**config.mk**
```make
export PLATFORM = sky130hd
export DESIGN_NAME = slot_cache_with_batch_eviction_unit_flat
export DESIGN_NICKNAME = d
export VERILOG_FILES = /design/src/design/scbe_pkg.sv /design/src/design/scbe_if.sv /design/src/design/scbe_ram.sv /design/src/design/scbe_ctrl.sv /design/src/design/scbe_dp.sv /design/src/design/slot_cache_with_batch_eviction_unit.sv /design/src/flat_wrapper.sv
export SDC_FILE = /design/constraint.sdc
export NUM_CORES = 1
export LEC_CHECK = 0
export BUFFER_PORTS_ARGS = -buffer_cell sky130_fd_sc_hd__buf_2
export CORE_MARGIN = 2
export CORE_UTILIZATION = 50
export DETAILED_ROUTE_END_ITERATION = 16
export GPL_TIMING_DRIVEN = 0
export PLACE_DENSITY = 0.65
export SYNTH_ARGS = -nofsm -noshare
export SYNTH_HDL_FRONTEND = slang
export SYNTH_SLANG_ARGS = --single-unit
```
**constraint.sdc**
```tcl
create_clock -name clk_i -period 7 [get_ports clk_i]
set_input_delay 0.35 -clock clk_i [delete_from_list [all_inputs] [get_ports clk_i]]
set_output_delay 0.35 -clock clk_i [all_outputs]
set_load 0.01 [all_outputs]
```
**src/design/scbe_pkg.sv**
```systemverilog
// Package with sizes, types and codes shared by the slot cache modules.
`default_nettype none
package scbe_pkg;
  localparam int unsigned Slots = 64;
  localparam int unsigned EvictCount = Slots / 4;
  localparam int unsigned SlotW = $clog2(Slots);
  localparam int unsigned CntW = $clog2(Slots + 1);
  localparam int unsigned EvW = $clog2(EvictCount + 1);
  localparam int unsigned KeyW = 32;

  typedef enum logic [0:0] {
    ActLookup = 1'b0,
    ActFree   = 1'b1
  } action_e;

  typedef struct packed {
    logic          action;
    logic [KeyW-1:0] image_id;
  } req_t;

  typedef struct packed {
    logic             found;
    logic [SlotW-1:0] slot;
  } rsp_t;

  typedef enum logic [3:0] {
    StIdle,
    StScan,
    StScanWait,
    StDecide,
    StEvScan,
    StEvWait,
    StEvTake,
    StPop,
    StPopWait,
    StBind,
    StOut
  } state_e;

  // Commands from the controller to the datapath.
  typedef struct packed {
    logic load_req;
    logic scan_start;
    logic scan_step;
    logic ev_start;
    logic ev_step;
    logic ev_take;
    logic do_free;
    logic pop_read;
    logic bind_slot;
    logic miss_noslot;
    logic set_hit;
    logic out_valid_set;
  } cmd_t;

  // Status from the datapath to the controller.
  typedef struct packed {
    logic action;
    logic scan_last;
    logic hit;
    logic stack_empty;
    logic ev_found;
    logic ev_last;
    logic ev_done;
    logic out_busy;
  } sts_t;
endpackage
`default_nettype wire

```
**src/design/scbe_if.sv**
```systemverilog
// Valid/ready channel interface carrying one payload.
`default_nettype none
interface scbe_if #(
  parameter type T = logic
) ();
  logic valid;
  logic ready;
  T     data;
  modport source (output valid, output data, input ready);
  modport sink (input valid, input data, output ready);
endinterface
`default_nettype wire

```
**src/design/scbe_ram.sv**
```systemverilog
// Generic single-port-write, one-read RAM with registered read data.
`default_nettype none
module scbe_ram #(
  parameter int unsigned Width = 8,
  parameter int unsigned Depth = 16
) (
  input  wire logic                     clk_i,
  input  wire logic                     we_i,
  input  wire logic [$clog2(Depth)-1:0] waddr_i,
  input  wire logic [Width-1:0]         wdata_i,
  input  wire logic [$clog2(Depth)-1:0] raddr_i,
  output logic      [Width-1:0]         rdata_o
);
  logic [Width-1:0] mem_q [Depth];

  always_ff @(posedge clk_i) begin
    if (we_i) mem_q[waddr_i] <= wdata_i;
    rdata_o <= mem_q[raddr_i];
  end
endmodule
`default_nettype wire

```
**src/design/scbe_ctrl.sv**
```systemverilog
// Controller state machine sequencing search, eviction and allocation.
`default_nettype none
module scbe_ctrl (
  input  wire logic           clk_i,
  input  wire logic           rst_ni,
  input  wire logic           in_valid_i,
  output logic                in_ready_o,
  input  wire scbe_pkg::sts_t sts_i,
  output scbe_pkg::cmd_t      cmd_o
);
  import scbe_pkg::*;

  state_e state_q, state_d;

  always_ff @(posedge clk_i or negedge rst_ni) begin
    if (!rst_ni) state_q <= StIdle;
    else state_q <= state_d;
  end

  always_comb begin
    state_d = state_q;
    case (state_q)
      StIdle:     if (in_valid_i) state_d = StScan;
      StScan:     state_d = StScanWait;
      StScanWait: if (sts_i.scan_last) state_d = StDecide;
      StDecide: begin
        if (sts_i.hit || sts_i.action == ActFree) state_d = StOut;
        else if (sts_i.stack_empty) state_d = StEvScan;
        else state_d = StPop;
      end
      StEvScan:   state_d = StEvWait;
      StEvWait:   if (sts_i.scan_last) state_d = StEvTake;
      StEvTake: begin
        if (!sts_i.ev_found || sts_i.ev_last) state_d = StPop;
        else state_d = StEvScan;
      end
      StPop: begin
        if (sts_i.stack_empty) state_d = StOut;
        else state_d = StPopWait;
      end
      StPopWait:  state_d = StBind;
      StBind:     state_d = StOut;
      StOut:      if (!sts_i.out_busy) state_d = StIdle;
      default:    state_d = StIdle;
    endcase
  end

  always_comb begin
    cmd_o = '0;
    in_ready_o = 1'b0;
    case (state_q)
      StIdle: begin
        in_ready_o = 1'b1;
        cmd_o.load_req = in_valid_i;
      end
      StScan:     cmd_o.scan_start = 1'b1;
      StScanWait: cmd_o.scan_step = 1'b1;
      StDecide: begin
        cmd_o.set_hit = 1'b1;
        cmd_o.do_free = sts_i.action == ActFree && sts_i.hit;
      end
      StEvScan:   cmd_o.ev_start = 1'b1;
      StEvWait:   cmd_o.ev_step = 1'b1;
      StEvTake:   cmd_o.ev_take = 1'b1;
      StPop: begin
        cmd_o.pop_read = !sts_i.stack_empty;
        cmd_o.miss_noslot = sts_i.stack_empty;
      end
      StBind:     cmd_o.bind_slot = 1'b1;
      StOut:      cmd_o.out_valid_set = !sts_i.out_busy;
      default:    cmd_o = '0;
    endcase
  end
endmodule
`default_nettype wire

```
**src/design/scbe_dp.sv**
```systemverilog
// Datapath: key memory, valid bits, free stack, scan unit and output register.
`default_nettype none
module scbe_dp (
  input  wire logic                        clk_i,
  input  wire logic                        rst_ni,
  input  wire scbe_pkg::req_t              req_i,
  input  wire scbe_pkg::cmd_t              cmd_i,
  output scbe_pkg::sts_t                   sts_o,
  output logic                             out_valid_o,
  input  wire logic                        out_ready_i,
  output scbe_pkg::rsp_t                   out_data_o
);
  import scbe_pkg::*;

  req_t             req_q;
  logic [Slots-1:0] valid_q;
  logic [CntW-1:0]  cnt_q;
  logic [SlotW-1:0] idx_q;       // scan address
  logic             rd_pend_q;   // read of entry zero not yet on rdata
  logic [SlotW-1:0] ridx_q;      // index of data now on rdata
  logic             scan_last_q;
  logic             hit_q;
  logic [SlotW-1:0] hit_idx_q;
  logic             best_ok_q;
  logic [KeyW-1:0]  best_ord_q;
  logic [SlotW-1:0] best_idx_q;
  logic [EvW-1:0]   ev_n_q;
  logic             out_valid_q;
  rsp_t             out_q;
  rsp_t             res_q;
  logic             pop_pend_q;
  logic [SlotW-1:0] pop_slot_q;

  logic [KeyW-1:0]  key_rdata;
  logic [SlotW-1:0] stk_rdata;
  logic             stk_we;
  logic [SlotW-1:0] stk_waddr, stk_wdata, stk_raddr;
  logic             key_we;
  logic [SlotW-1:0] pop_slot;
  logic [KeyW-1:0]  ord;
  logic             scanning;

  assign pop_slot = stk_rdata;

  // The stack below the fill count has never been pushed after reset for
  // entries that still hold their reset content: those read as the reset value.
  logic [Slots-1:0] stk_init_q;
  logic [SlotW-1:0] pop_addr_q;
  logic [SlotW-1:0] pop_val;
  assign pop_val = stk_init_q[pop_addr_q] ? pop_slot
                 : SlotW'(Slots - 1 - int'(pop_addr_q));

  scbe_ram #(.Width(KeyW), .Depth(Slots)) u_key (
    .clk_i, .we_i(key_we), .waddr_i(pop_slot_q), .wdata_i(req_q.image_id),
    .raddr_i(idx_q), .rdata_o(key_rdata)
  );
  scbe_ram #(.Width(SlotW), .Depth(Slots)) u_stack (
    .clk_i, .we_i(stk_we), .waddr_i(stk_waddr), .wdata_i(stk_wdata),
    .raddr_i(stk_raddr), .rdata_o(stk_rdata)
  );

  assign key_we = cmd_i.bind_slot;
  assign stk_waddr = cnt_q[SlotW-1:0];
  assign stk_we = (cmd_i.do_free || (cmd_i.ev_take && best_ok_q)) && cnt_q < CntW'(Slots);
  assign stk_wdata = cmd_i.do_free ? hit_idx_q : best_idx_q;
  assign stk_raddr = SlotW'(cnt_q - CntW'(1));
  assign ord = key_rdata ^ {1'b1, {(KeyW-1){1'b0}}};
  assign scanning = cmd_i.scan_step || cmd_i.ev_step;

  always_ff @(posedge clk_i) begin
    if (cmd_i.load_req) req_q <= req_i;
  end

  always_ff @(posedge clk_i or negedge rst_ni) begin
    if (!rst_ni) begin
      valid_q <= '0;
      stk_init_q <= '0;
      cnt_q <= CntW'(Slots);
      idx_q <= '0;
      rd_pend_q <= 1'b0;
      ridx_q <= '0;
      scan_last_q <= 1'b0;
      hit_q <= 1'b0;
      hit_idx_q <= '0;
      best_ok_q <= 1'b0;
      best_ord_q <= '0;
      best_idx_q <= '0;
      ev_n_q <= '0;
      out_valid_q <= 1'b0;
      out_q <= '0;
      res_q <= '0;
      pop_addr_q <= '0;
      pop_pend_q <= 1'b0;
      pop_slot_q <= '0;
    end else begin
      if (cmd_i.scan_start || cmd_i.ev_start) begin
        idx_q <= '0;
        rd_pend_q <= 1'b1;
        scan_last_q <= 1'b0;
        ridx_q <= '0;
        if (cmd_i.scan_start) hit_q <= 1'b0;
        if (cmd_i.ev_start) best_ok_q <= 1'b0;
      end else if (scanning) begin
        idx_q <= idx_q + SlotW'(1);
        if (rd_pend_q) begin
          // The read of entry zero is still in flight this cycle.
          rd_pend_q <= 1'b0;
        end else begin
          // One key per cycle: compare data for ridx, advance address.
          if (valid_q[ridx_q]) begin
            if (cmd_i.scan_step && !hit_q && key_rdata == req_q.image_id) begin
              hit_q <= 1'b1;
              hit_idx_q <= ridx_q;
            end
            if (cmd_i.ev_step && (!best_ok_q || ord < best_ord_q)) begin
              best_ok_q <= 1'b1;
              best_ord_q <= ord;
              best_idx_q <= ridx_q;
            end
          end
          scan_last_q <= (ridx_q == SlotW'(Slots - 2));
          ridx_q <= ridx_q + SlotW'(1);
        end
      end
      if (cmd_i.load_req) ev_n_q <= '0;
      if (cmd_i.set_hit) begin
        res_q.found <= hit_q;
        res_q.slot <= hit_q ? hit_idx_q : '0;
      end
      if (cmd_i.do_free) begin
        valid_q[hit_idx_q] <= 1'b0;
        if (cnt_q < CntW'(Slots)) begin
          cnt_q <= cnt_q + CntW'(1);
          stk_init_q[stk_waddr] <= 1'b1;
        end
      end
      if (cmd_i.ev_take && best_ok_q) begin
        valid_q[best_idx_q] <= 1'b0;
        ev_n_q <= ev_n_q + EvW'(1);
        if (cnt_q < CntW'(Slots)) begin
          cnt_q <= cnt_q + CntW'(1);
          stk_init_q[stk_waddr] <= 1'b1;
        end
      end
      if (cmd_i.pop_read) begin
        cnt_q <= cnt_q - CntW'(1);
        pop_addr_q <= stk_raddr;
      end
      // The popped entry is on the stack read port in the cycle after the pop.
      pop_pend_q <= cmd_i.pop_read;
      if (pop_pend_q) pop_slot_q <= pop_val;
      if (cmd_i.miss_noslot) res_q <= '0;
      if (cmd_i.bind_slot) begin
        valid_q[pop_slot_q] <= 1'b1;
        res_q.found <= 1'b0;
        res_q.slot <= pop_slot_q;
      end
      if (cmd_i.out_valid_set) begin
        out_valid_q <= 1'b1;
        out_q <= res_q;
      end else if (out_valid_q && out_ready_i) begin
        out_valid_q <= 1'b0;
      end
    end
  end

  assign sts_o.action = req_q.action;
  assign sts_o.scan_last = scan_last_q;
  assign sts_o.hit = hit_q;
  assign sts_o.stack_empty = cnt_q == '0;
  assign sts_o.ev_found = best_ok_q;
  assign sts_o.ev_last = ev_n_q == EvW'(EvictCount - 1);
  assign sts_o.ev_done = ev_n_q == EvW'(EvictCount);
  assign sts_o.out_busy = out_valid_q && !out_ready_i;
  assign out_valid_o = out_valid_q;
  assign out_data_o = out_q;
endmodule
`default_nettype wire

```
**src/design/slot_cache_with_batch_eviction_unit.sv**
```systemverilog
// Slot cache top level: maps signed image keys to cache slots.
// Requests arrive on in_i (action, image_id); one response per request
// leaves on out_o (found, slot). The block takes one request at a time.
// A request walks the key memory one slot per cycle, so a lookup hit or
// a free takes one full key-memory scan. A miss with free slots adds
// the stack pop and bind. A miss with an empty stack first evicts up to
// Slots/4 keys, each needing one full key-memory scan, then pops. The
// single read port of the key memory sets the pace of every scan.
// Reset clears all valid bits and fills the free stack with slot 0 on top;
// no clearing pass is needed. The response sits in an output register;
// while the receiver stalls the controller holds the new response until
// the register can take it, and the next request waits until then.
`default_nettype none
module slot_cache_with_batch_eviction_unit (
  input wire logic clk_i,
  input wire logic rst_ni,
  scbe_if.sink     in_i,
  scbe_if.source   out_o
);
  import scbe_pkg::*;

  cmd_t cmd;
  sts_t sts;
  rsp_t rsp;
  req_t req;

  assign req = in_i.data;

  scbe_ctrl u_ctrl (
    .clk_i, .rst_ni, .in_valid_i(in_i.valid), .in_ready_o(in_i.ready),
    .sts_i(sts), .cmd_o(cmd)
  );
  scbe_dp u_dp (
    .clk_i, .rst_ni, .req_i(req), .cmd_i(cmd), .sts_o(sts),
    .out_valid_o(out_o.valid), .out_ready_i(out_o.ready), .out_data_o(rsp)
  );
  assign out_o.data = rsp;
endmodule
`default_nettype wire

```
**src/flat_wrapper.sv**
```systemverilog
// flat-port wrapper written by rule: the top's interface ports become plain ports
module slot_cache_with_batch_eviction_unit_flat import scbe_pkg::*;
  (clk_i, rst_ni, in_i_valid, in_i_data, in_i_ready, out_o_valid, out_o_data, out_o_ready);
  scbe_if in_i_i ();
  scbe_if out_o_i ();
  input wire logic clk_i;
  input wire logic rst_ni;
  input wire logic [$bits(in_i_i.valid)-1:0] in_i_valid;
  input wire logic [$bits(in_i_i.data)-1:0] in_i_data;
  output wire logic [$bits(in_i_i.ready)-1:0] in_i_ready;
  output wire logic [$bits(out_o_i.valid)-1:0] out_o_valid;
  output wire logic [$bits(out_o_i.data)-1:0] out_o_data;
  input wire logic [$bits(out_o_i.ready)-1:0] out_o_ready;
  assign in_i_i.valid = in_i_valid;
  assign in_i_i.data = in_i_data;
  assign in_i_ready = in_i_i.ready;
  assign out_o_valid = out_o_i.valid;
  assign out_o_data = out_o_i.data;
  assign out_o_i.ready = out_o_ready;
  slot_cache_with_batch_eviction_unit u_core (.clk_i(clk_i), .rst_ni(rst_ni), .in_i(in_i_i), .out_o(out_o_i));
endmodule
```
==> reports/metrics.yaml <==
outcome:
  status: "finished, final reports clean"
global_routing:
  grtUsageMet1: 0.357
  grt_max_degree: 94
  grt_overflow: 0
  antenna_found_initial: 0
  grt_pass1_vias: 15010
  grt-busiest-layer: "met2"
  use_met2: 0.362
  grt_use_total: 0.242
  grtUsageMet3: 0.0553
  grt_pass1_wl_um: 96100
timing:
  rsz0062_at_grt: "false"
  layout_min_cycle_time_ns: 4.60
  tightest_slew_ns: 1.15
  relSlewSlack: 0.230
  skew_ns: 0.0346
  post-route-period-util: 0.657
  drv_slew: 0
  setup_tns_ns: 0
  hold_viol: 0
  setup_viol: 0
  max_freq_ghz: 0.218
drt:
  drt_first_pass_iters: 7
  drtIter0Drc: 1561
  wl_per_cell_um: 26.3
  vias_per_cell: 6.15
  drtAntennaViolNets: 0
  drc_errors: 0
  vias: 14837
  drt-total-wl_um: 63400
synthesis:
  synth_area_leaders: "edfxtp_1 51%, dfrtp_1 17%, mux4_2 15%"
  syn_inst: 1579
  synth_top_area_frac: 0.511
  async_flop_share: 0.289
  syn_avg_cell_area_um2: 16.7
  synth-edff-count: 449
  syn_area_um2: 26400
  synth-seq-cells: 641
  ys_warn_count: 0
  synth_area_leader_cell: "edfxtp_1"
  yosysMostFrequentCell: "edfxtp_1"
  synth_common_cells: "449 x edfxtp_1, 184 x dfrtp_1, 175 x mux4_2"
  synth_ff_type: "edfxtp_1"
  ys_seq_area_frac: 0.691
  synth_fp_nets: 1592
  synth.distinct_cells: 59
floorplanning:
  die_width_um: 234
  num_io_pins: 8
  start_util: 0.504
  core_area_um2: 52300
  die-area_um2: 54700
  fp-row-count: 84
  die_h_um: 234
critical_path:
  crit_path_end_kind: "register"
  worstPathArrival_ns: 5.06
  crit_fanout: 10
  critPathLaunchType: "register"
  crit_type: "register to register"
  reg2reg_from: "u_core.u_dp.cnt_q[0]$_DFFE_PN0P_"
  crit_required_ns: 7.46
  worstSetupStartpoint: "u_core.u_dp.cnt_q[0]$_DFFE_PN0P_"
power:
  irDropWorstVdd_mv: 0.233
  power.density_nw_per_um2: 390
  leakage_uw: 0.0106
clock_tree:
  cts_setup_buffers: 0
  ctsResizeCount: 0
  clkTransAtPathRegs_ns: 0.07
  cts_inserted_buffers: 69
  cts_root_buffer: "clkbuf_16"
  cts_buffer_depth: 3
  clock-sinks: 641
  clk_latency_ns: 0.61
  cts_tree: "done"
  cts_max_level: 3
cells_and_area:
  syn2layout_area_growth_pct: 12.7
  final_nets: 1681
  drive_gt1_frac: 0.219
  diodes: 0
  postLayoutCellArea_um2: 29800
placement:
  place.port_buffers: 7
  dpl_cell_area_um2: 27500
  place_congestion: 0.892
  dp_hpwl_um: 41800
job:
  maxCapViolCount: 0
min_path:
  hold_path_class: "primary input to register"
  hp-start: "in_i_valid"
layout make-up:
type                       count  area, um^2
timing repair buffer          18         268
tap                          688         861
fill                        3989       22600
buffer                        98         424
inverter                      16        60.1
sequential                   641       18300
clock inverter                32         309
clock buffer                  94        1910
multi-input combinational    824        7660
state kept, by name, summed over array words and instances, names as in the netlist, 2 cells and up:
name / count
u_core.u_dp.u_stack.mem_q: 384
u_core.u_dp.stk_init_q: 64
u_core.u_dp.u_key.mem_q: 64
u_core.u_dp.valid_q: 64
u_core.u_dp.cnt_q: 7
u_core.u_dp.best_idx_q: 6
u_core.u_dp.idx_q: 6
u_core.u_dp.pop_addr_q: 6
u_core.u_dp.pop_slot_q: 6
u_core.u_dp.ridx_q: 6
u_core.u_dp.u_stack.rdata_o: 6
u_core.u_dp.ev_n_q: 5
u_core.u_ctrl.state_q: 4
u_core.u_dp.best_ord_q: 2
per-stage QoR:
step	worst slack, ns	util	hold slack, ns	cells	total power, uW
finish	2.40	0.569	0.145	2411	11600
global route	2.26	0.569	0.144	2411	12100
CTS	2.39	0.569	0.127	2411	11700
detailed placement	2.46	0.526	0.435	2283	8100
global placement	2.44	0.522	0.445	2274	8010
floorplan	3.81	-	0.0544	1579	6890
path summary, 6_finish.rpt:
path / slack [ns] / endpoint / cells past startpoint
worst max register to register: 2.40 / u_core.u_dp.u_stack.rdata_o[0]$_DFF_P_ / 9
worst min register to register: 0.46 / u_core.u_dp.stk_init_q[46]$_DFFE_PN0P_ / 1
worst min-delay path: 0.15 / u_core.u_dp.req_q[0]$_DFFE_PP_ / 2
max in group asynchronous: 5.67 / u_core.u_dp.stk_init_q[38]$_DFFE_PN0P_ / 3
min in group asynchronous: 0.36 / u_core.u_dp.valid_q[4]$_DFF_PN0_ / 2
worst max-delay path: 2.40 / u_core.u_dp.u_stack.rdata_o[0]$_DFF_P_ / 9
cell usage in the layout (no fill, tap or decap), types with 13 or more instances in the layout:
master,synthesis,final
nor2b_1,13,13
dfrtp_1,184,178
or2_2,39,39
nand3_1,23,23
clkbuf_1,68,87
o21ai_0,145,145
inv_1,14,14
nor2_1,169,169
xor2_1,13,13
mux4_2,175,175
nand2_1,41,41
o21bai_1,33,33
clkbuf_16,0,72
buf_2,18,24
edfxtp_1,449,449
mux2i_1,18,18
critical path: stages, from the launching register on:
cell and delay, ns:
dfrtp_1 0.42, buf_2 0.30, buf_2 0.36, inv_1 0.20, ha_1 0.31, clkbuf_1 0.57
clkbuf_1 0.72, mux4_2 0.45, mux4_2 0.55, mux4_2 0.54
what timing repair did:
item | in CTS | in global routing
hold buffers | 2 | 0
endpoints found under the hold margin | 92 | 0
setup endpoints to repair | 0 | 0
report_power, final:
| group | total, uW | switching [uW] | leakage, uW | internal, uW |
|---|---|---|---|---|
| logic | 3500 | 2060 | 0.00268 | 1440 |
| registers | 4530 | 189 | 0.00684 | 4340 |
| clock network | 3580 | 1470 | 0.00107 | 2110 |
cell families (layout without fill, tap and decap cells):
family / after synthesis / in the layout / share of synthesized area
adder cells (fa/ha/maj): 8 / 8 / 0.00379
AND/OR/NAND/NOR: 355 / 355 / 0.0639
XOR/XNOR: 20 / 20 / 0.00664
buffers and inverters: 114 / 258 / 0.0183
flip-flops: 641 / 641 / 0.691
multiplexers: 207 / 207 / 0.163
AO/OA/AOI/OAI: 234 / 234 / 0.0529
routing by layer:
layer / wire (um) / vias to the layer above
met2: 29200 / 588
met4: 1800 / 0
met5: 0 / -
li1: - / 6322
met1: 27700 / 7808
met3: 4710 / 119
Note: power is estimated with default switching activity, not from simulation.
